===== src/sv/mvt_pkg.sv =====
// Package for the 4x4 matrix-vector transform unit: data widths, default parameters,
// the operation code and the queue entry type shared by the front, queue and back.
// No dependencies.
package mvt_pkg;

  localparam int DATA_W        = 32;  // Q16.16 word
  localparam int ROW_W         = 2;   // width of the row_index field
  localparam int NUM_ELEM      = 4;   // elements per input item, results per output item
  localparam int DIM_DEF       = 4;
  localparam int FRAC_BITS_DEF = 16;
  localparam int QUEUE_DEPTH   = 2;

  typedef enum logic {
    OP_LOAD  = 1'b0,
    OP_XFORM = 1'b1
  } op_e;

  typedef struct packed {
    op_e                               op;
    logic [ROW_W-1:0]                  row;
    logic [NUM_ELEM-1:0][DATA_W-1:0]   elem;
  } mvt_entry_t;

endpackage


===== src/sv/mvt_queue.sv =====
// Short FIFO between front and back so each side can stall on its own.
// Depends on mvt_pkg.
module mvt_queue import mvt_pkg::*; #(
  parameter int DEPTH = QUEUE_DEPTH
) (
  input  logic       clk_i,
  input  logic       rst_ni,
  input  logic       push_valid_i,
  output logic       push_ready_o,
  input  mvt_entry_t push_entry_i,
  output logic       pop_valid_o,
  input  logic       pop_ready_i,
  output mvt_entry_t pop_entry_o
);

  localparam int PTR_W = (DEPTH > 1) ? $clog2(DEPTH) : 1;
  localparam int CNT_W = $clog2(DEPTH + 1);

  mvt_entry_t       mem_q [DEPTH];
  logic [PTR_W-1:0] wr_ptr_q, wr_ptr_d;
  logic [PTR_W-1:0] rd_ptr_q, rd_ptr_d;
  logic [CNT_W-1:0] cnt_q, cnt_d;
  logic             push, pop;

  assign push_ready_o = (cnt_q != CNT_W'(DEPTH));
  assign pop_valid_o  = (cnt_q != '0);
  assign pop_entry_o  = mem_q[rd_ptr_q];
  assign push         = push_valid_i && push_ready_o;
  assign pop          = pop_valid_o && pop_ready_i;

  always_comb begin
    wr_ptr_d = wr_ptr_q;
    rd_ptr_d = rd_ptr_q;
    cnt_d    = cnt_q;
    if (push) begin
      wr_ptr_d = (wr_ptr_q == PTR_W'(DEPTH - 1)) ? '0 : wr_ptr_q + 1'b1;
    end
    if (pop) begin
      rd_ptr_d = (rd_ptr_q == PTR_W'(DEPTH - 1)) ? '0 : rd_ptr_q + 1'b1;
    end
    if (push && !pop) begin
      cnt_d = cnt_q + 1'b1;
    end else if (pop && !push) begin
      cnt_d = cnt_q - 1'b1;
    end
  end

  always_ff @(posedge clk_i or negedge rst_ni) begin
    if (!rst_ni) begin
      wr_ptr_q <= '0;
      rd_ptr_q <= '0;
      cnt_q    <= '0;
    end else begin
      wr_ptr_q <= wr_ptr_d;
      rd_ptr_q <= rd_ptr_d;
      cnt_q    <= cnt_d;
    end
  end

  always_ff @(posedge clk_i) begin
    if (push) begin
      mem_q[wr_ptr_q] <= push_entry_i;
    end
  end

endmodule


===== config.mk =====
export PLATFORM = sky130hd
export DESIGN_NAME = mvt_queue
export DESIGN_NICKNAME = d
export VERILOG_FILES = /design/src/sv/mvt_pkg.sv /design/src/sv/mvt_queue.sv
export SDC_FILE = /design/constraint.sdc
export NUM_CORES = 1
export LEC_CHECK = 0
export ABC_AREA = 1
export ABC_CLOCK_PERIOD_IN_PS = 8680
export BUFFER_PORTS_ARGS = -buffer_cell sky130_fd_sc_hd__buf_2
export CAP_MARGIN = 20
export CORE_ASPECT_RATIO = 0.75
export CORE_MARGIN = 2
export CORE_UTILIZATION = 48
export CTS_BUF_LIST = sky130_fd_sc_hd__clkbuf_8
export DETAILED_ROUTE_END_ITERATION = 10
export GPL_TIMING_DRIVEN = 0
export HOLD_SLACK_MARGIN = 0.12
export PLACE_DENSITY = 0.83
export REMOVE_ABC_BUFFERS = 1
export SLEW_MARGIN = 20
export SYNTH_ARGS = -nofsm -noshare
export SYNTH_HDL_FRONTEND = slang
export SYNTH_SLANG_ARGS = --single-unit

===== constraint.sdc =====
create_clock -name clk_i -period 8.68 [get_ports clk_i]
set_input_delay 1.302 -clock clk_i [delete_from_list [all_inputs] [get_ports clk_i]]
set_output_delay 1.302 -clock clk_i [all_outputs]
set_load 0.02 [all_outputs]

==> out/metrics.yaml <==
die_height_um: 128
place_congestion: 0.727
ys_top_cells_by_count: "nand2_1 (403), edfxtp_1 (262), buf_2 (10), buf_4 (10), buf_6 (9)"
power_density_mw_per_mm2: 358
min_period_ns: 4.02
fp.dieArea_mm2: 0.0216
antenna_left: 0
viasPerCell: 4.80
start_util: 0.487
outcome: "complete, no violations"
root_buffer: "clkbuf_8"
utilization: 0.609
fmax_mhz: 249
overflow: 0
ys_seq_area_frac: 0.814
vdd_drop_max_uv: 247
final_nets: 1142
synthesis.instances: 713
hold_viol: 0
cp.required_ns: 7.38
timing.final.crit_share: 0.463
grt_max_degree: 133
fin_cells: 1296
yosys.area.top_type: "edfxtp_1"
grt_pass1_vias: 6174
ys_ff_latch: 266
synth.avg_cell_area_um2: 13.7
leakage_nw: 5.34
cts_tree: "built"
finalSetupViolations: 0
synth.area.top_cells: "edfxtp_1 (80%), nand2_1 (15%), buf_6 (1.0%)"
end_kind: "primary output"
path_max_fanout: 132
rows: 45
drt-total-wl_um: 20300
drive_above_1_share: 0.320
rsz0062_at_grt: "false"
hold_path.class: "flop to flop"
worst_slew_pin_slew_ns: 1.07
port_buffers: 267
clockBufferDepth: 3
synthArstFlopShare: 0.0150
yosysMostFrequentCell: "nand2_1"
core-area_mm2: 0.0201
firstDrtPassIters: 5
synth_area_mm2: 0.00979
hpwl_um: 13200
antenna_found_initial: 2
critPathArrivalTime_ns: 2.72
drt-initial-drc-count: 466
drv_slew: 0
hold_buffers: 0
slew_headroom: 0.284
cts_buffers: 42
drc_errors: 0
die_x_um: 169
track_usage: 0.183
dp.cells: 1220
worstSetupStartpointType: "flop"
vias: 6217
timing.hold.ws_ns: 0.509
synth_cell_type_count: 14
cts_sinks: 266
cts_repair_resize_count: 0
pin_count: 268
yosys_warnings: 0
maxCapViolations: 0
critPathKind: "flop to primary output"
grt_first_pass_wirelength_um: 30800
clkSlewWorstSetupHoldPaths_ns: 0.06
synthFlopType: "edfxtp_1"
post_cts_buffers: 0
synth_top_area_share: 0.804
syn_to_final_growth_pct: 25.1
skew_ns: 0.0207
synth_enable_flop_cells: 262
routedWlPerCell_um: 15.7
h-tree-depth: 2
clock_latency_ns: 0.52
==> placed cells by master, fill, tap and decap left out <==
cell type / instances
buf_12: 6
ha_1: 1
clkinv_1: 12
xnor2_1: 1
clkinvlp_4: 1
nand3_1: 2
inv_1: 19
dfrtp_4: 1
xor2_1: 1
inv_6: 2
clkinv_2: 3
diode_2: 1
clkbuf_8: 45
dfrtp_1: 3
nor2_4: 2
edfxtp_1: 262
buf_2: 267
nand2_1: 403
buf_16: 5
nand4_1: 1
==> per-stage QoR <==
stage	area, um2	TNS (ns)	power, mW	worst slack [ns]
finish	12200	0	4.38	4.66
global route	12200	0	4.64	4.53
CTS	12200	0	4.43	4.68
detailed placement	11500	0	3.49	5.25
global placement	11200	-459.00	3.51	-1.77
floorplan	9560	0	2.90	1.20
==> report_power, final <==
part           switching (mW)  internal (mW)
Sequential              0.117           1.75
Combinational            1.10          0.477
Clock                   0.454          0.478
==> sequential cells by signal, summed over array words and instances (netlist names) <==
signal,flops
cnt_q,2
mem_q,262
wr_ptr_q,1
rd_ptr_q,1
==> path summary, 6_finish.rpt <==
| kind | slack (ns) | to | startpoint | cells after the start |
|---|---|---|---|---|
| setup / recovery | 4.66 | pop_entry_o[108] | rd_ptr_q | 4 |
| hold / removal | 0.51 | cnt_q[1] | cnt_q[1] | 2 |
| setup reg to reg | 6.43 | mem_q[0][120] | cnt_q[0] | 7 |
| hold reg to reg | 0.51 | cnt_q[1] | cnt_q[1] | 2 |
| max in group asynchronous | 7.96 | rd_ptr_q | rst_ni | 1 |
| min in group asynchronous | 0.58 | rd_ptr_q | rst_ni | 1 |
==> critical path, stage by stage (launching register included) <==
cell	delay, ns
dfrtp_4	0.76
inv_6	0.72
nand2_1	0.13
nand2_1	0.15
buf_2	0.19
==> cell type report <==
cell class,instances,area (um2)
sequential,266,7970
inverter,7,31.3
tap,258,323
clock buffer,45,619
multi-input combinational,411,1580
fill,1534,7850
antenna,1,2.50
timing repair buffer,278,1590
clock inverter,30,125
==> metal layers <==
metal / wire (um) / vias to the layer above / part of all wire / track usage
met2: 9830 / 253 / 0.48 / 0.306
met4: 287 / 2 / 0.014 / 0.0527
met5: 13 / - / 0.00064 / 0
met3: 2340 / 31 / 0.12 / 0.0831
li1: - / 3003 / - / -
met1: 7810 / 2928 / 0.39 / 0.215
==> cells by family (layout without fill, tap and decap cells) <==
| kind of cell | count (synthesis) | count (layout) | synth area share |
|---|---|---|---|
| xor gates and xnor gates | 2 | 2 | 0.00179 |
| adders and majority gates | 1 | 1 | 0.00128 |
| buffers and inverters | 36 | 360 | 0.0261 |
| DFF | 266 | 266 | 0.814 |
| other | 0 | 1 | 0 |
| and+or+nand+nor | 408 | 408 | 0.157 |
Power figures use the tool's default switching activity.
