<file path="src/sv/mvt_pkg.sv">
// Package for the 4x4 matrix-vector transform unit: data widths, default parameters,
// the operation code and the queue entry type shared by the front, queue and back.
// No dependencies.
package mvt_pkg;

  localparam int DATA_W        = 32;  // Q16.16 word
  localparam int ROW_W         = 2;   // width of the row_index field
  localparam int NUM_ELEM      = 4;   // elements per input item, results per output item
  localparam int DIM_DEF       = 4;
  localparam int FRAC_BITS_DEF = 16;
  localparam int QUEUE_DEPTH   = 2;

  typedef enum logic {
    OP_LOAD  = 1'b0,
    OP_XFORM = 1'b1
  } op_e;

  typedef struct packed {
    op_e                               op;
    logic [ROW_W-1:0]                  row;
    logic [NUM_ELEM-1:0][DATA_W-1:0]   elem;
  } mvt_entry_t;

endpackage

</file>
<file path="src/sv/mvt_req_if.sv">
// Input channel of the matrix-vector transform unit: valid/ready plus one item.
// Depends on mvt_pkg.
interface mvt_req_if import mvt_pkg::*; ();
  logic                     valid;
  logic                     ready;
  logic                     func;
  logic [ROW_W-1:0]         row_index;
  logic signed [DATA_W-1:0] elem0;
  logic signed [DATA_W-1:0] elem1;
  logic signed [DATA_W-1:0] elem2;
  logic signed [DATA_W-1:0] elem3;

  modport source (
    output valid, func, row_index, elem0, elem1, elem2, elem3,
    input  ready
  );
  modport sink (
    input  valid, func, row_index, elem0, elem1, elem2, elem3,
    output ready
  );
endinterface

</file>
<file path="src/sv/mvt_front.sv">
// Front stage: accepts input items, decodes them into queue entries, drops loads
// that address a row beyond the matrix. Depends on mvt_pkg and mvt_req_if.
module mvt_front import mvt_pkg::*; #(
  parameter int DIM = DIM_DEF
) (
  input  logic       clk_i,
  input  logic       rst_ni,
  mvt_req_if.sink    req_i,
  output logic       push_valid_o,
  input  logic       push_ready_i,
  output mvt_entry_t push_entry_o
);

  logic       vld_q, vld_d;
  mvt_entry_t ent_q;
  mvt_entry_t ent_d;
  logic       keep;

  assign req_i.ready = !vld_q || push_ready_i;

  always_comb begin
    ent_d.op      = (req_i.func == 1'(OP_XFORM)) ? OP_XFORM : OP_LOAD;
    ent_d.row     = req_i.row_index;
    ent_d.elem[0] = req_i.elem0;
    ent_d.elem[1] = req_i.elem1;
    ent_d.elem[2] = req_i.elem2;
    ent_d.elem[3] = req_i.elem3;
    // drop loads aimed past the last row
    keep  = (ent_d.op == OP_XFORM) || (32'(req_i.row_index) < DIM);
    vld_d = vld_q;
    if (req_i.ready) begin
      vld_d = req_i.valid && keep;
    end
  end

  always_ff @(posedge clk_i or negedge rst_ni) begin
    if (!rst_ni) begin
      vld_q <= 1'b0;
    end else begin
      vld_q <= vld_d;
    end
  end

  always_ff @(posedge clk_i) begin
    if (req_i.ready && req_i.valid) begin
      ent_q <= ent_d;
    end
  end

  assign push_valid_o = vld_q;
  assign push_entry_o = ent_q;

endmodule

</file>
<file path="src/flat_wrapper.sv">
// flat-port wrapper written by rule: the top's interface ports become plain ports
module mvt_front_flat import mvt_pkg::*;
#(
  parameter int DIM = DIM_DEF
)
  (clk_i, rst_ni, push_valid_o, push_ready_i, push_entry_o, req_i_valid, req_i_func, req_i_row_index, req_i_elem0, req_i_elem1, req_i_elem2, req_i_elem3, req_i_ready);
  mvt_req_if req_i_i ();
  input  logic clk_i;
  input  logic rst_ni;
  output logic push_valid_o;
  input  logic push_ready_i;
  output mvt_entry_t push_entry_o;
  input wire logic [$bits(req_i_i.valid)-1:0] req_i_valid;
  input wire logic [$bits(req_i_i.func)-1:0] req_i_func;
  input wire logic [$bits(req_i_i.row_index)-1:0] req_i_row_index;
  input wire logic [$bits(req_i_i.elem0)-1:0] req_i_elem0;
  input wire logic [$bits(req_i_i.elem1)-1:0] req_i_elem1;
  input wire logic [$bits(req_i_i.elem2)-1:0] req_i_elem2;
  input wire logic [$bits(req_i_i.elem3)-1:0] req_i_elem3;
  output wire logic [$bits(req_i_i.ready)-1:0] req_i_ready;
  assign req_i_i.valid = req_i_valid;
  assign req_i_i.func = req_i_func;
  assign req_i_i.row_index = req_i_row_index;
  assign req_i_i.elem0 = req_i_elem0;
  assign req_i_i.elem1 = req_i_elem1;
  assign req_i_i.elem2 = req_i_elem2;
  assign req_i_i.elem3 = req_i_elem3;
  assign req_i_ready = req_i_i.ready;
  mvt_front #(.DIM(DIM)) u_core (.clk_i(clk_i), .rst_ni(rst_ni), .req_i(req_i_i), .push_valid_o(push_valid_o), .push_ready_i(push_ready_i), .push_entry_o(push_entry_o));
endmodule
</file>
<file path="config.mk">
export PLATFORM = sky130hd
export DESIGN_NAME = mvt_front_flat
export DESIGN_NICKNAME = d
export VERILOG_FILES = /design/src/sv/mvt_pkg.sv /design/src/sv/mvt_req_if.sv /design/src/sv/mvt_front.sv /design/src/flat_wrapper.sv
export SDC_FILE = /design/constraint.sdc
export NUM_CORES = 1
export LEC_CHECK = 0
export ABC_AREA = 1
export BUFFER_PORTS_ARGS = -buffer_cell sky130_fd_sc_hd__buf_2
export CAP_MARGIN = 20
export CORE_ASPECT_RATIO = 0.7
export CORE_MARGIN = 8
export CORE_UTILIZATION = 31
export DETAILED_ROUTE_END_ITERATION = 8
export PLACE_DENSITY = 0.64
export RECOVER_POWER = 100
export SLEW_MARGIN = 0
export SYNTH_ARGS = -nofsm -noshare
export SYNTH_HDL_FRONTEND = slang
export SYNTH_SLANG_ARGS = --single-unit
</file>
<file path="constraint.sdc">
create_clock -name clk_i -period 11.3 [get_ports clk_i]
set_input_delay 0.565 -clock clk_i [delete_from_list [all_inputs] [get_ports clk_i]]
set_output_delay 0.565 -clock clk_i [all_outputs]
set_load 0.03 [all_outputs]
</file>
==> impl_metrics.toml, run 1 <==
[critical_path]
setup.worst_path.start = "u_core.push_valid_o"
arrival_ns = 6.02
crit_top_cell = "clkbuf_1"
r2r-end = "u_core.push_entry_o[124]"
worst-path-buf-inv = 2
r2r_slack_ns = 5.22
slowest_delay_ns = 2.50
cp-end-kind = "register"
crit_family = "buffers and inverters"
critPathSlowestCell = "clkbuf_1"
r2r-start = "u_core.push_valid_o"
critical_path_class = "register to register"
r2r_cells = 3
crit_fanout = 69
crit_required_ns = 11.24
cp_cell_sequence = "a21oi_4 -> clkbuf_1 -> clkbuf_1"
cp-start-kind = "register"

[drt]
routedWlPerCell_um = 18.57
drc_errors = 0
num_vias = 2475
dr.pass1.iters = 6
via_per_inst = 4.118
drtIter0Drc = 47
routed_wl_mm = 11.16
ant_nets = 0

[sta]
fin_ws_ns = 5.217
finalHoldViolCount = 0
finalHoldWorstSlack_ns = 0.3348
finClkSkew_ns = 0.006763
min_period_ns = 6.083
drv_slew = 134
fmax_mhz = 164.4
rsz0062_at_grt = "false"
worstMarginPinSlew_ns = 3.560
slew_headroom_pct = -137.3
fin_crit_sh_pct = 53.83
setup-violations-final = 0
setup_tns_ns = 0

[worst_hold_path]
worstHoldStart = "req_i_elem1[3]"
worst_hold_path.endpoint = "u_core.push_entry_o[35]"
hold_path.class = "input pin to register"
hold_depth = 1

[clock_tree]
cts_resized = 0
ctsLongestPathBuffers = 2
cts_max_level = 4
tritoncts = "yes"
clock_latency_ns = 0.40
clkTransAtPathRegs_ns = 0.06
cts.sinks = 132
numCtsBuffers = 17
root_buffer = "clkbuf_16"

[grt]
grt_pass1_vias = 2818
antenna_found_initial = 1
grt_max_degree = 70
grtUsageTotal_pct = 12.73
grt_first_pass_wirelength_mm = 15.87
grt_overflow_total = 0

[synth]
synthCells = 137
ys_seq_elements = 132
synth_area_leaders = "edfxtp_1, dfrtp_1, inv_1, nand2_1, a21oi_1"
yosys.cell_types.count = 5
netlist_area_sq_mm = 0.003979
syn-num-nets = 272
yosysSeqAreaShare_pct = 99.50
synth_top_area_share_pct = 98.87
synth_top_area_cell = "edfxtp_1"
syn_area_per_cell_sq_um = 29.04
yosysWarnings = 0

[final_layout]
nFillCells = 1145
area_growth_pct = 48.62
final_layout_size_suffix_gt1_share_pct = 36.90
fin_nets = 561
final_area_sq_mm = 0.005913
antenna_cells = 0
fin_cells = 601
fin_util_pct = 47.44

[place]
place_ws_ns = 8.556
hpwl_mm = 8.726
place_congestion = 0.6923
post_dp_cell_area_sq_mm = 0.005544
place_inst = 568
io_buffers = 267

[die]
rows = 34
die_w_um = 151.4
ioPinCount = 268
die_area_sq_mm = 0.01677
coreArea_sq_mm = 0.01246
die_y_um = 110.8
start_util_pct = 31.92

[pwr]
ir_drop_mv = 0.1131
total_power_mw = 1.172
leakage_nw = 2.208
power.density_mw_per_mm2 = 198.3

[outcome]
status = "finished, violations left"
violations = "max-capacitance violations, max-slew violations"

[run]
maxCapViolCount = 2
## cell type report
cell class / count / area (sq um) / share of cell area, %
flip-flops and latches: 132 / 3959 / 66.95
repair buffers: 270 / 1185 / 20.04
multi-input cells: 3 / 23.77 / 0.4020
clock buffers: 18 / 429.2 / 7.258
inverters: 2 / 7.507 / 0.1270
well taps: 162 / 202.7 / 3.428
clock inverters: 14 / 106.4 / 1.799
## power by group
part	internal, mW	leakage, nW	switching (mW)	total [mW]
clock	0.281	0.245	0.201	0.482
combinational	0.0261	0.705	0.0824	0.108
sequential	0.574	1.26	0.00726	0.582
## worst reg2reg max path: stages, from the launching register on
cell and delay, ns:
dfrtp_1 0.42, a21oi_4 0.15, clkbuf_1 2.50, clkbuf_1 2.52
## worst max-delay path by stage
stage	endpoint	cells after the start
after floorplan	u_core.push_entry_o[0]	2
after global placement	u_core.push_entry_o[117]	5
after detailed placement	u_core.push_entry_o[50]	5
after CTS	u_core.push_entry_o[38]	3
after global routing	u_core.push_entry_o[29]	3
final	u_core.push_entry_o[124]	3
## synthesized netlist by cell type, drive strengths merged
master and count:
edfxtp 131, dfrtp 1, nand2 2, a21oi 1
inv 2
## layer usage
metal  wire length, um  part of all wire, %  track usage [%]
met5                10                0.090                0
met4                99                 0.89            5.128
met3              1936                   17            8.891
met2              5148                   46            20.27
met1              3964                   36            12.61
## cells by family (layout without fill, tap and decap cells)
| kind of cell | count (synthesis) | in the layout | synth area share (%) |
|---|---|---|---|
| flops | 132 | 132 | 99.50 |
| compound gates | 1 | 1 | 0.1257 |
| simple gates | 2 | 2 | 0.1887 |
| buf+inv | 2 | 304 | 0.1887 |
## flip-flops by register name (all words and copies together) (netlist names)
signal / flops
u_core.push_valid_o: 1
u_core.push_entry_o: 131
## layout by cell type (no fill, tap or decap)
master	netlist	routed
nand2_1	2	2
clkinv_4	0	4
inv_1	2	2
buf_2	0	132
inv_6	0	3
a21oi_4	0	1
clkbuf_16	0	17
clkinvlp_4	0	5
clkinv_1	0	2
clkbuf_1	0	138
dfrtp_1	1	1
edfxtp_1	131	131
dlygate4sd3_1	0	1
## repair_timing
action                    in CTS  in global routing
hold endpoints to repair       1                  0
hold buffers                   1                  0
setup buffers                  0                  0
Note: power is estimated with default switching activity, not from simulation.
==> run 2, diff against run 1 <==
- PLACE_DENSITY: 0.64 -> 0.66
- clock period: 11.3 -> 5 ns (I/O delays scaled with it)
==> run 2 against run 1 <==
The flow now finishes without violations. Worst hold slack got worse by 0.31 ns. Flip-flop and latch count unchanged. Critical path type unchanged. Final area rose by 3.9%. Critical path depth fell by 1. Maximum frequency grew to 3.6 times the previous value. Non-clock buffer count up 16. Clock-buffer cell count rose by 1. Sequential share of layout area fell by 2.5 points. Clock skew rose by 0.0028 ns. Via count rose by 2.8%. Sequential power is 130% higher.
==> impl_metrics.toml, run 2 (synthesized netlist as in run 1, its figures left out) <==
[clock_tree]
tritoncts = "yes"
cts_max_level = 4
cts.sinks = 132
clkTransAtPathRegs_ns = 0.06
cts_resized = 0
post_cts_buffers = 0
clock_latency_ns = 0.40
root_buffer = "clkbuf_16"
ctsLongestPathBuffers = 2
numCtsBuffers = 17
cts_hold_buf = 4

[drt]
via_per_inst = 4.131
routed_wl_mm = 11.47
num_vias = 2545
ant_nets = 0
routedWlPerCell_um = 18.61
dr.pass1.iters = 6
drc_errors = 0
drtIter0Drc = 119

[sta]
finClkSkew_ns = 0.009531
finalHoldViolCount = 0
setup-violations-final = 0
slew_headroom_pct = 44.97
drv_slew = 0
worstMarginPinSlew_ns = 0.8255
setup_tns_ns = 0
rsz0062_at_grt = "false"
min_period_ns = 1.709
finalHoldWorstSlack_ns = 0.02579
fin_crit_sh_pct = 34.19
fin_ws_ns = 3.291
fmax_mhz = 585.0

[pwr]
switching_share_pct = 22.62
power_frac_clock_pct = 44.9
ir_drop_mv = 0.3062
p_seq_share_pct = 46.1
leakage_nw = 2.318
p_sw_uw = 641.4
combPwrFrac_pct = 9.0
power.density_mw_per_mm2 = 461.3
intPower_mw = 2.194

[final_layout]
nFillCells = 1128
final_common_cell = "clkbuf_1"
multi_input_area_sq_um = 12.51
fin_cells = 616
fin_nets = 577
largest_reg_flops = 131
area_growth_pct = 54.47
final_cell_mix = "clkbuf_1, edfxtp_1, buf_2"
ff_latch_area_sq_mm = 0.003959
final_layout_size_suffix_gt1_share_pct = 35.24
antenna_cells = 0

[place]
place_congestion = 0.7463
place_inst = 568
hpwl_mm = 8.736
io_buffers = 267
place_ws_ns = 3.343

[critical_path]
critPathSlowestCell = "buf_4"
r2r_slack_ns = 3.29
crit_fanout = 68
slowest_delay_ns = 0.67
critical_path_class = "register to register"
r2r_cells = 2
cp-end-kind = "register"
crit_required_ns = 5.02
r2r-end = "u_core.push_entry_o[105]"
cp-start-kind = "register"
cp_cell_sequence = "a21oi_1 -> buf_4"
r2r-start = "u_core.push_valid_o"
arrival_ns = 1.73

[grt]
grtUsageTotal_pct = 12.77
grt_overflow_total = 0
grt_first_pass_wirelength_mm = 15.88
grt_pass1_vias = 2748
antenna_found_initial = 0
grt_max_degree = 69

[die]
die_area_sq_mm = 0.01677
ioPinCount = 268
die_y_um = 110.8
coreArea_sq_mm = 0.01246
start_util_pct = 31.92
rows = 34
die_w_um = 151.4

[worst_hold_path]
hold_path.class = "input pin to register"
worst_hold_path.endpoint = "u_core.push_entry_o[62]"
hold_depth = 1
worstHoldStart = "req_i_elem1[30]"

[run]
maxCapViolCount = 0

[outcome]
status = "finished clean"
run 2: through the flow:
step	utilization [%]	total power, mW	instance area [sq um]
after floorplan	-	1.480	3983
after global placement	44.48	1.590	5544
after detailed placement	44.48	1.595	5544
after CTS	49.73	2.888	6198
after global routing	49.31	2.937	6146
final	49.31	2.835	6146
run 2: worst max-delay path by stage:
stage,start,endpoint,slack [ns],depth (start not counted)
2_1_floorplan,u_core.push_valid_o,u_core.push_entry_o[0],0.42,1
3_5_place_dp,u_core.push_valid_o,u_core.push_entry_o[55],3.34,2
5_1_grt,u_core.push_valid_o,u_core.push_entry_o[92],3.19,2
4_1_cts,u_core.push_valid_o,u_core.push_entry_o[94],3.33,2
3_3_place_gp,u_core.push_valid_o,u_core.push_entry_o[92],3.39,2
6_report,u_core.push_valid_o,u_core.push_entry_o[105],3.29,2
run 2: worst max-delay path: cells and delay by family, from the launching register on:
family / cells / cell delay [ns]
DFF: 1 / 0.39
AOI/OAI and AO/OA: 1 / 0.21
buffers and inverters: 1 / 0.67
run 2: layout make-up:
type                            instances  share of cell area, %
Sequential cell                       132                  64.41
Inverter                                2                 0.1221
Clock buffer                           19                  7.044
Tap cell                              162                  3.298
Clock inverter                         12                  2.952
Timing Repair Buffer                  286                  21.97
Multi-Input combinational cell          3                 0.2036
run 2: routing by layer:
metal / GRT usage [%] / part of all wire, %
met5: 0 / 0
met4: 4.076 / 0.65
met3: 9.706 / 17
met2: 20.21 / 48
met1: 12.67 / 35
run 2: power groups by stage:
stage | logic, mW | clock network [mW] | registers, mW
2_1_floorplan | 0.0218 | 0 | 1.46
3_3_place_gp | 0.263 | 0 | 1.33
3_5_place_dp | 0.266 | 0 | 1.33
4_1_cts | 0.269 | 1.31 | 1.31
5_1_grt | 0.273 | 1.35 | 1.31
6_report | 0.255 | 1.27 | 1.31
